### src/rtl/u2u_pkg.sv
// UTF-8 to UTF-16 transcoder: shared types and constants.
// Used by the front decoder, the run queue, the unit emitter and the top level.
package u2u_pkg;

    // UTF-16 constants
    localparam logic [15:0] REPLACEMENT_UNIT = 16'hFFFD;
    localparam logic [15:0] HIGH_SURR_BASE   = 16'hD800;
    localparam logic [15:0] LOW_SURR_BASE    = 16'hDC00;
    localparam logic [20:0] SUPP_OFFSET      = 21'h010000;
    localparam logic [20:0] MAX_CODE_POINT   = 21'h10FFFF;
    localparam logic [20:0] SURR_FIRST       = 21'h00D800;
    localparam logic [20:0] SURR_LAST        = 21'h00DFFF;
    localparam logic [20:0] MIN_TWO_BYTE     = 21'h000080;
    localparam logic [20:0] MIN_THREE_BYTE   = 21'h000800;
    localparam logic [20:0] MIN_FOUR_BYTE    = 21'h010000;

    // Sequence lengths
    localparam logic [2:0] SEQ_NONE  = 3'd0;
    localparam logic [2:0] SEQ_TWO   = 3'd2;
    localparam logic [2:0] SEQ_THREE = 3'd3;
    localparam logic [2:0] SEQ_FOUR  = 3'd4;

    // What follows the replacement units of a run
    typedef enum logic [1:0] {
        TAIL_NONE = 2'd0,
        TAIL_ONE  = 2'd1,
        TAIL_PAIR = 2'd2
    } t_tail;

    // One run: rep_count replacement units, then the tail unit(s)
    typedef struct packed {
        logic [2:0]  rep_count;  // 0..4
        t_tail       tail_kind;
        logic [19:0] tail_value; // BMP unit, or code point minus 0x10000 for a pair
        logic        str_end;
    } t_run;

endpackage

### src/rtl/u2u_front.sv
// Front part: accepts UTF-8 bytes, tracks the open sequence, classifies each byte
// into a run descriptor. Depends on u2u_pkg.
module u2u_front
    import u2u_pkg::*;
(
    input  logic       i_clk,
    input  logic       i_rst_n,
    input  logic       i_accept,
    input  logic [7:0] i_byte,
    input  logic       i_end,
    output logic       o_push,
    output t_run       o_run
);

    logic [20:0] r_pp, n_pp;
    logic [2:0]  r_exp, n_exp;
    logic [2:0]  r_taken, n_taken;

    logic        is_cont;
    logic [20:0] pp_ext;
    logic [2:0]  taken_inc;
    logic        lead_ascii;
    logic [2:0]  lead_len;
    logic [20:0] lead_pp;
    logic [20:0] min_cp;
    logic        cp_ok;
    logic [20:0] supp_cp;
    logic [2:0]  rep;
    t_tail       kind;
    logic [19:0] tail_val;

    assign is_cont   = (i_byte[7:6] == 2'b10);
    assign pp_ext    = {r_pp[14:0], i_byte[5:0]};
    assign taken_inc = r_taken + 3'd1;
    assign supp_cp   = pp_ext - SUPP_OFFSET;

    // Lead byte decode
    always_comb begin
        lead_ascii = 1'b0;
        lead_len   = SEQ_NONE;
        lead_pp    = '0;
        if (i_byte inside {[8'h00:8'h7F]}) begin
            lead_ascii = 1'b1;
        end else if (i_byte inside {[8'hC2:8'hDF]}) begin
            lead_len = SEQ_TWO;
            lead_pp  = {16'd0, i_byte[4:0]};
        end else if (i_byte inside {[8'hE0:8'hEF]}) begin
            lead_len = SEQ_THREE;
            lead_pp  = {17'd0, i_byte[3:0]};
        end else if (i_byte inside {[8'hF0:8'hF4]}) begin
            lead_len = SEQ_FOUR;
            lead_pp  = {18'd0, i_byte[2:0]};
        end
    end

    // Value check of a completed sequence
    always_comb begin
        case (r_exp)
            SEQ_TWO:   min_cp = MIN_TWO_BYTE;
            SEQ_THREE: min_cp = MIN_THREE_BYTE;
            default:   min_cp = MIN_FOUR_BYTE;
        endcase
        cp_ok = (pp_ext >= min_cp) && (pp_ext <= MAX_CODE_POINT) &&
                !((pp_ext >= SURR_FIRST) && (pp_ext <= SURR_LAST));
    end

    // Step: next sequence state and the run this byte produces
    always_comb begin
        n_pp     = r_pp;
        n_exp    = r_exp;
        n_taken  = r_taken;
        rep      = 3'd0;
        kind     = TAIL_NONE;
        tail_val = '0;
        if ((r_exp != SEQ_NONE) && is_cont) begin
            n_pp    = pp_ext;
            n_taken = taken_inc;
            if (taken_inc >= r_exp) begin
                n_pp    = '0;
                n_exp   = SEQ_NONE;
                n_taken = 3'd0;
                if (!cp_ok) begin
                    rep = taken_inc;
                end else if (pp_ext[20:16] == 5'd0) begin
                    kind     = TAIL_ONE;
                    tail_val = {4'd0, pp_ext[15:0]};
                end else begin
                    kind     = TAIL_PAIR;
                    tail_val = supp_cp[19:0];
                end
            end
        end else begin
            // broken sequence flushes its bytes, then the byte is a new lead
            if (r_exp != SEQ_NONE) begin
                rep = r_taken;
            end
            n_pp    = '0;
            n_exp   = SEQ_NONE;
            n_taken = 3'd0;
            if (lead_ascii) begin
                kind     = TAIL_ONE;
                tail_val = {12'd0, i_byte};
            end else if (lead_len != SEQ_NONE) begin
                n_pp    = lead_pp;
                n_exp   = lead_len;
                n_taken = 3'd1;
            end else begin
                rep = rep + 3'd1;
            end
        end
        // string cut off inside a sequence
        if (i_end && (n_exp != SEQ_NONE)) begin
            rep     = rep + n_taken;
            n_pp    = '0;
            n_exp   = SEQ_NONE;
            n_taken = 3'd0;
        end
    end

    assign o_push           = i_accept && ((rep != 3'd0) || (kind != TAIL_NONE));
    assign o_run.rep_count  = rep;
    assign o_run.tail_kind  = kind;
    assign o_run.tail_value = tail_val;
    assign o_run.str_end    = i_end;

    // Sequence state
    always_ff @(posedge i_clk) begin
        if (!i_rst_n) begin
            r_pp    <= '0;
            r_exp   <= SEQ_NONE;
            r_taken <= 3'd0;
        end else if (i_accept) begin
            r_pp    <= n_pp;
            r_exp   <= n_exp;
            r_taken <= n_taken;
        end
    end

endmodule

### src/rtl/u2u_fifo.sv
// Two-entry run queue between the front decoder and the unit emitter.
// Depends on u2u_pkg for the run descriptor type.
module u2u_fifo
    import u2u_pkg::*;
(
    input  logic i_clk,
    input  logic i_rst_n,
    input  logic i_push,
    input  t_run i_run,
    input  logic i_pop,
    output logic o_full,
    output logic o_empty,
    output t_run o_run
);

    t_run       r_mem [2];
    logic       r_wr_ptr;
    logic       r_rd_ptr;
    logic [1:0] r_count;
    logic [1:0] n_count;

    assign o_full  = (r_count == 2'd2);
    assign o_empty = (r_count == 2'd0);
    assign o_run   = r_mem[r_rd_ptr];

    // occupancy
    always_comb begin
        n_count = r_count;
        if (i_push && !i_pop) begin
            n_count = r_count + 2'd1;
        end else if (!i_push && i_pop) begin
            n_count = r_count - 2'd1;
        end
    end

    // pointers and count
    always_ff @(posedge i_clk) begin
        if (!i_rst_n) begin
            r_wr_ptr <= 1'b0;
            r_rd_ptr <= 1'b0;
            r_count  <= 2'd0;
        end else begin
            if (i_push) begin
                r_wr_ptr <= ~r_wr_ptr;
            end
            if (i_pop) begin
                r_rd_ptr <= ~r_rd_ptr;
            end
            r_count <= n_count;
        end
    end

    // storage
    always_ff @(posedge i_clk) begin
        if (i_push) begin
            r_mem[r_wr_ptr] <= i_run;
        end
    end

endmodule

### src/rtl/u2u_back.sv
// Back part: expands queued runs into UTF-16 units, one per cycle while the
// output is not stalled, into an output register. Depends on u2u_pkg.
module u2u_back
    import u2u_pkg::*;
(
    input  logic        i_clk,
    input  logic        i_rst_n,
    input  logic        i_empty,
    input  t_run        i_run,
    output logic        o_pop,
    input  logic        i_ready,
    output logic        o_valid,
    output logic [15:0] o_unit,
    output logic        o_last_of_run,
    output logic        o_string_done
);

    logic [1:0]  r_idx;
    logic        r_valid;
    logic [15:0] r_unit;
    logic        r_last;
    logic        r_done;

    logic        load;
    logic [2:0]  total;
    logic [2:0]  idx_ext;
    logic        is_last;
    logic [15:0] unit;

    assign load    = !i_empty && (!r_valid || i_ready);
    assign idx_ext = {1'b0, r_idx};

    // unit selection within the current run
    always_comb begin
        case (i_run.tail_kind)
            TAIL_ONE:  total = i_run.rep_count + 3'd1;
            TAIL_PAIR: total = i_run.rep_count + 3'd2;
            default:   total = i_run.rep_count;
        endcase
        is_last = (idx_ext == (total - 3'd1));
        if (idx_ext < i_run.rep_count) begin
            unit = REPLACEMENT_UNIT;
        end else if (i_run.tail_kind == TAIL_PAIR) begin
            if (idx_ext == i_run.rep_count) begin
                unit = HIGH_SURR_BASE | {6'd0, i_run.tail_value[19:10]};
            end else begin
                unit = LOW_SURR_BASE | {6'd0, i_run.tail_value[9:0]};
            end
        end else begin
            unit = i_run.tail_value[15:0];
        end
    end

    assign o_pop = load && is_last;

    // position within the run
    always_ff @(posedge i_clk) begin
        if (!i_rst_n) begin
            r_idx <= 2'd0;
        end else if (load) begin
            r_idx <= is_last ? 2'd0 : r_idx + 2'd1;
        end
    end

    // output register
    always_ff @(posedge i_clk) begin
        if (!i_rst_n) begin
            r_valid <= 1'b0;
        end else if (load) begin
            r_valid <= 1'b1;
        end else if (i_ready) begin
            r_valid <= 1'b0;
        end
    end

    always_ff @(posedge i_clk) begin
        if (load) begin
            r_unit <= unit;
            r_last <= is_last;
            r_done <= is_last && i_run.str_end;
        end
    end

    assign o_valid       = r_valid;
    assign o_unit        = r_unit;
    assign o_last_of_run = r_last;
    assign o_string_done = r_done;

endmodule

### src/rtl/utf8_to_utf16_transcoder_core.sv
// UTF-8 to UTF-16 transcoder, top level.
// Instantiates u2u_front, u2u_fifo and u2u_back; types from u2u_pkg.
//
// Takes one UTF-8 byte per item (tlast marks the last byte of a string) and
// gives UTF-16 code units: one per BMP code point, a surrogate pair above
// U+FFFF, and one U+FFFD per byte of a bad sequence. A byte that breaks an
// open sequence is read again as a new lead; a zero byte gives unit 0x0000.
// An input byte is taken every cycle while the two-entry run queue has room;
// the front decode of a byte is done in the cycle it is accepted. Results
// leave one unit per cycle from a registered output while m_tready is high,
// so a byte gives 0 to 4 units; on the way out a unit passes the run queue
// storage and then the output register. On the output, tuser carries
// last_of_run and tlast carries string_done.
module utf8_to_utf16_transcoder_core
    import u2u_pkg::*;
(
    input  logic        i_clk,
    input  logic        i_rst_n,
    input  logic        s_tvalid,
    output logic        s_tready,
    input  logic [7:0]  s_tdata,   // [7:0] in_byte
    input  logic        s_tlast,   // string_end
    output logic        m_tvalid,
    input  logic        m_tready,
    output logic [15:0] m_tdata,   // [15:0] code_unit
    output logic        m_tuser,   // [0] last_of_run
    output logic        m_tlast    // string_done
);

    logic accept;
    logic push;
    logic pop;
    logic full;
    logic empty;
    t_run run_in;
    t_run run_out;

    assign s_tready = !full;
    assign accept   = s_tvalid && !full;

    u2u_front u_front (
        .i_clk   (i_clk),
        .i_rst_n (i_rst_n),
        .i_accept(accept),
        .i_byte  (s_tdata),
        .i_end   (s_tlast),
        .o_push  (push),
        .o_run   (run_in)
    );

    u2u_fifo u_fifo (
        .i_clk  (i_clk),
        .i_rst_n(i_rst_n),
        .i_push (push),
        .i_run  (run_in),
        .i_pop  (pop),
        .o_full (full),
        .o_empty(empty),
        .o_run  (run_out)
    );

    u2u_back u_back (
        .i_clk        (i_clk),
        .i_rst_n      (i_rst_n),
        .i_empty      (empty),
        .i_run        (run_out),
        .o_pop        (pop),
        .i_ready      (m_tready),
        .o_valid      (m_tvalid),
        .o_unit       (m_tdata),
        .o_last_of_run(m_tuser),
        .o_string_done(m_tlast)
    );

endmodule

### config.mk
export PLATFORM = sky130hd
export DESIGN_NAME = utf8_to_utf16_transcoder_core
export DESIGN_NICKNAME = d
export VERILOG_FILES = /design/src/rtl/u2u_pkg.sv /design/src/rtl/u2u_front.sv /design/src/rtl/u2u_fifo.sv /design/src/rtl/u2u_back.sv /design/src/rtl/utf8_to_utf16_transcoder_core.sv
export SDC_FILE = /design/constraint.sdc
export NUM_CORES = 1
export LEC_CHECK = 0
export ABC_AREA = 0
export BUFFER_PORTS_ARGS = -buffer_cell sky130_fd_sc_hd__buf_2
export CAP_MARGIN = 20
export CORE_AREA = 2 2 124 126
export DETAILED_ROUTE_END_ITERATION = 6
export DIE_AREA = 0 0 126 128
export GPL_TIMING_DRIVEN = 0
export PLACE_DENSITY = 0.47
export SLEW_MARGIN = 20
export SYNTH_ARGS = -nofsm -noshare
export SYNTH_HDL_FRONTEND = slang
export SYNTH_SLANG_ARGS = --single-unit
### constraint.sdc
create_clock -name i_clk -period 12.23 [get_ports i_clk]
set_input_delay 1.223 -clock i_clk [delete_from_list [all_inputs] [get_ports i_clk]]
set_output_delay 1.223 -clock i_clk [all_outputs]
set_load 0.005 [all_outputs]
# Word level (Yosys, flattened, before mapping)
# Memory sizes are Yosys's and may differ from the RTL's. A register that Yosys moved wholly into a read port is not among the register bits.
# Index checks and enable logic that the tools add are counted.
[op_classes]
addsub = 10
n_mul = 0
div_mod_pow = 0
magnitude_cmp = 14
n_eq_ne = 8
n_shift = 0
mux = 55
n_bitwise = 2
reduce_logical = 33
[op_table]
columns = ["cell", "count"]
rows = [
  ["$mux W15", 7],
  ["$mux W20", 4],
  ["$mux W3", 22],
  ["$pmux W17 S2", 1],
  ["$ge A8 B8 Y1 const B", 3],
  ["$le A8 B8 Y1 const B", 3],
  ["$ge A21 B16 Y1 const B", 1],
  ["$ge A21 B17 Y1", 1],
  ["$le A21 B16 Y1 const B", 1],
  ["$le A21 B21 Y1 const B", 1],
  ["$sub A20 B17 Y20 const B", 1],
  ["$logic_and A1 B1 Y1", 16],
  ["$mux W16", 1],
  ["$mux W2", 7],
  ["$reduce_bool A3 Y1", 4],
  ["$mux W11", 1],
  ["$add A3 B1 Y3 const B", 3],
  ["$mux W1", 9],
  ["$ge A8 B1 Y1 const B", 1],
  ["$le A8 B7 Y1 const B", 1],
  ["$mux W8", 1],
  ["$eq A2 B2 Y1 const B", 3],
  ["$eq A2 B3 Y1", 2],
  ["$eq A3 B2 Y1 const B", 2],
  ["other kinds (16)", 26],
]
[word_totals]
ff_bits = 46
latchBits = 0
ramBits = 52
rom_bits = 0
inputBits = 13
out_inout_bits = 20
elab_cells = 134
n_memories = 1
[mem_list]
columns = ["name", "depth", "width", "rd", "rd_clocked_by_memory_dff", "wr", "line_no", "rtl"]
rows = [
  ["u_fifo.r_mem", 2, 26, 1, 1, 1, "u2u_fifo.sv:16", "t_run r_mem [2];"],
]

# Logic depth before layout (Yosys ltp)
[depth]
ltp_word = 20
ltp_mapped = 22
depth_no_buf = 22

# Cells and area by module
# A second synthesis with hierarchy kept.
[hier_totals]
cells_unflattened = 462
area_unflattened_um2 = 5139.9
[modules_own_cells]
columns = ["mod", "n_inst", "cells_each", "area_per_inst_um2", "seq_area_each_um2"]
rows = [
  ["u2u_fifo", 1, 103, 2093.3, 1661.6],
  ["u2u_front", 1, 241, 1843.0, 420.4],
  ["u2u_back", 1, 116, 1193.6, 600.6],
  ["utf8_to_utf16_transcoder_core", 1, 2, 10.0, 0.0],
]

# Least setup slack after synthesis
# No wires, ideal clock.
[synth_path]
kind = "input port to flip-flop"
from = "input port s_tdata[3]"
to = "memory u_fifo.r_mem[0][0] (netlist bit), enable pin"
setup_ns = 0.412
t_arrival_ns = 5.300
t_required_ns = 11.818
path_slack_ns = 6.518
stages = 14
n_path_buf = 0
path_cell_list = "nand4_1 > nor4_4 > nand3_1 > mux2_4 > and3_4 > nor3_1 > nand2b_1 > nand2b_1 > ha_1 > inv_1 > fa_1 > or4_1 > a41oi_4 > nor2b_1"
[synth_via]
elab_chain_len = 18
[synth_lines]
columns = ["element", "line_no", "rtl"]
rows = [
  ["start, declared", "utf8_to_utf16_transcoder_core.sv:21", "input logic [7:0] s_tdata,"],
  ["branches (longest 14 deep; another with $ge A8 B8 Y1)", "--", ""],
  ["$logic_or A1 B1 Y1 (*)", "u2u_front.sv:120", "assign o_push = i_accept && ((rep != 3'd0) || (kind != TAIL_NONE));"],
  ["$logic_and A1 B1 Y1 (*)", "u2u_front.sv:120", ""],
  ["net push", "utf8_to_utf16_transcoder_core.sv:31", "logic push;"],
  ["$mux W1 (*)", "u2u_fifo.sv:55", "if (i_push) begin"],
  ["$mux W1 (not written as such) (*)", "u2u_fifo.sv:56", "r_mem[r_wr_ptr] <= i_run;"],
  ["end, declared", "u2u_fifo.sv:16", ""],
]
# Mark *: on every way through the listed nets, which the timed path passes.

# Final worst setup path
[layout_path]
from = "input port s_tdata[5]"
to = "memory u_fifo.r_mem[1][8] (netlist bit), enable pin"
# The elaborated chain is that of the path after synthesis.

==> reports/metrics.yaml <==
outcome:
  outcome: "finished clean"
power:
  power_switching_uw: 329
  peakVddDrop_mv: 0.0591
  intPower_uw: 713
  seqPwrFrac_pct: 43.4
  combPwrFrac_pct: 29.5
  powerDensity_mw_per_mm2: 180
  switching_share_pct: 31.6
  p_clk_share_pct: 27.1
  p_leak_uw: 0.00209
clocking:
  cts_buffers: 9
  post_cts_buffers: 0
  cts_resized: 0
  cts_tree: "done"
  htree_num_levels: 3
  clk_pin_slew_ns: 0.07
  clk_path_buf_depth: 2
  numClockSinks: 99
  worst_skew_pair.late_latency_ns: 0.35
  holdBufCountCts: 0
  ctsRootBufferMaster: "clkbuf_16"
place:
  dp_cells: 650
  port_buffers: 31
  place.gp.congestion: 0.855
  place_hpwl_mm: 8.25
  detailed_place.area_mm2: 0.00549
critical_path:
  rrSetupSlack_ns: 7.20
  r2r_cells: 13
  crit_path_end_kind: "flop"
  cp_data_arrival_time_ns: 5.18
  crit_type: "input pin to flop"
  r2r_end: "u_fifo.r_mem[1][8]"
  critPathLaunchType: "input pin"
  reg2reg_from: "u_front.r_taken[0]"
  crit_fanout: 26
  critPathRequiredTime_ns: 12.22
grt:
  grt_use_total_pct: 14.6
  antenna_found_initial: 0
  grt_start_max_net_pins: 27
  gr-total-overflow: 0
  grt_pass1_wl_mm: 18.4
  grt_pass1_vias: 3449
detailed_routing:
  wl_per_cell_um: 16.6
  drtIter0Drc: 198
  vias: 3388
  viasPerCell: 5.09
  drc_errors: 0
  drtAntennaViolNets: 0
  wirelength_mm: 11.1
  drt_pre_antenna_iters: 4
final_layout:
  diodes: 0
  area_growth_pct: 14.1
  finalNonFillerCells: 666
  stdcell_area_mm2: 0.00579
  layout.nets: 504
  final_layout_size_suffix_gt1_share_pct: 20.1
hold_path:
  min_path_cells: 2
  min_path_type: "flop to flop"
  hold_end: "u_back.r_idx[0]"
  worst_hold_startpoint: "u_back.r_idx[0]"
synthesis:
  synth_fp_nets: 461
  synth_async_sr_flop_share_pct: 0
  yosys_warnings: 0
  synth_area_mm2: 0.00507
  ys_ff_latch: 99
  ys_types: 68
  synth_flop_cell: "edfxtp_1"
  synth_edf_count: 70
  synthesis.instances: 430
  yosysSeqAreaShare_pct: 52.9
  syn_area_per_cell_um2: 11.8
flow_run:
  drv_cap: 0
sta:
  period_minus_slack_ns: 5.20
  rsz0062_at_grt: "no"
  finalSetupTns_ns: 0
  timing.hold.ws_ns: 0.485
  timing.final.crit_share_pct: 42.5
  timing.final.hold_violations: 0
  max_freq_ghz: 0.192
  max_slew_margin_pct: 38.9
  setup_viol: 0
  tightest_slew_ns: 0.912
  drv_slew: 0
  skew_ns: 0.00876
floorplan:
  die-area_mm2: 0.0161
  die_h_um: 128
  coreArea_mm2: 0.0149
  io_pins: 33
  initial_core_util_pct: 34.1
  rows: 45
  die_x_um: 126
worst max-delay path by stage:
| stage | cells after the start | startpoint | endpoint |
|---|---|---|---|
| after floorplan | 14 | s_tdata[3] | u_fifo.r_mem[0][0] |
| after global placement | 15 | s_tdata[5] | u_fifo.r_mem[0][9] |
| after detailed placement | 15 | s_tdata[5] | u_fifo.r_mem[1][19] |
| after CTS | 15 | s_tdata[5] | u_fifo.r_mem[1][18] |
| after global routing | 15 | s_tdata[5] | u_fifo.r_mem[1][18] |
| final | 15 | s_tdata[5] | u_fifo.r_mem[1][8] |
cell usage in the layout (no fill, tap or decap), drive strengths merged, types with 6 or more instances in the layout:
| cell type | count |
|---|---|
| nor4 | 6 |
| and2 | 13 |
| mux2i | 16 |
| dfxtp | 29 |
| o21ai | 19 |
| or2 | 9 |
| edfxtp | 70 |
| clkbuf | 19 |
| a21boi | 9 |
| and3 | 12 |
| mux4 | 9 |
| nand2 | 34 |
| nand2b | 10 |
| buf | 37 |
| xnor2 | 6 |
| nor3 | 12 |
| nand3 | 8 |
| ha | 17 |
| nor2 | 21 |
| nor2b | 23 |
| a22oi | 16 |
| inv | 24 |
| nand4 | 8 |
power by group through the flow:
stage / clock (µW) / combinational [µW] / sequential (µW)
2_1_floorplan: 0 / 221 / 460
3_3_place_gp: 0 / 305 / 459
3_5_place_dp: 0 / 313 / 461
4_1_cts: 292 / 314 / 453
5_1_grt: 306 / 347 / 459
6_report: 283 / 307 / 452
cell families after synthesis:
kind of cell | after synthesis | share of synthesized area (%)
buffers and inverters | 36 | 2.88
AO/OA/AOI/OAI | 73 | 11.2
multiplexers | 30 | 8.41
adder cells (fa/ha/maj) | 18 | 4.59
flip-flops | 99 | 52.9
AND/OR/NAND/NOR | 166 | 18.7
XOR/XNOR | 8 | 1.38
stage by stage:
step                total power (µW)  utilization (%)  setup WS [ns]
CTS                             1060             38.9           7.03
floorplan                        681                -           6.52
global placement                 764             36.8           5.34
detailed placement               774             37.0           6.66
global route                    1110             38.9           6.69
finish                          1040             38.9           7.03
routing by layer:
layer  up-vias  track usage [%]  part of all wire, %
li1       1687                -                    -
met1      1619             19.7                   48
met2        68             23.4                   46
met3        14             3.05                  4.3
met4         0             5.69                  1.7
met5         -                0                    0
sequential cells by signal, indices dropped and copies added (netlist names), named ones only:
name and cells:
u_front.r_exp 3, u_fifo.r_mem 52, u_front.r_pp 15, u_back.o_valid 1, u_back.o_string_done 1, u_front.r_taken 3
u_back.r_idx 2, u_fifo.r_count 2, u_fifo.r_rd_ptr 1, u_back.o_last_of_run 1, u_back.o_unit 16, u_fifo.r_wr_ptr 1
critical path, stage by stage:
cell and delay, ns:
buf_2 0.20, nand2_2 0.13, nor4_4 0.37, nand3_1 0.15, mux2_4 0.34, and3_4 0.19, nor3_1 0.26, nand2b_1 0.11
nand2b_1 0.09, ha_1 0.14, inv_1 0.05, fa_1 0.40, or4_1 0.61, a41oi_4 0.29, and2_2 0.61
cell usage after synthesis, drive strengths merged, types with 6 or more instances:
library cell / number / area share, %
or2: 9 / 1.1
clkbuf: 10 / 0.74
xnor2: 6 / 1.0
and3: 12 / 1.6
nand3: 8 / 0.79
inv: 21 / 1.6
o21ai: 19 / 2.0
mux4: 9 / 4.0
a21boi: 9 / 1.3
nor2b: 23 / 2.8
dfxtp: 29 / 11
ha: 17 / 4.2
nor2: 21 / 1.6
nor3: 12 / 1.3
and2: 13 / 1.6
a22oi: 16 / 2.6
nand4: 8 / 0.99
nand2b: 10 / 1.2
edfxtp: 70 / 41
nand2: 34 / 2.6
mux2i: 16 / 3.2
nor4: 6 / 1.3
area by class of cell:
| class | instances | area, µm² |
|---|---|---|
| inverter | 21 | 78.8 |
| buffer | 15 | 67.6 |
| multi-input combinational | 295 | 2250 |
| clock buffer | 9 | 225 |
| fill | 1464 | 9080 |
| timing repair buffer | 32 | 175 |
| clock inverter | 7 | 68.8 |
| sequential | 99 | 2680 |
| tap | 188 | 235 |
Power figures use the tool's default switching activity.
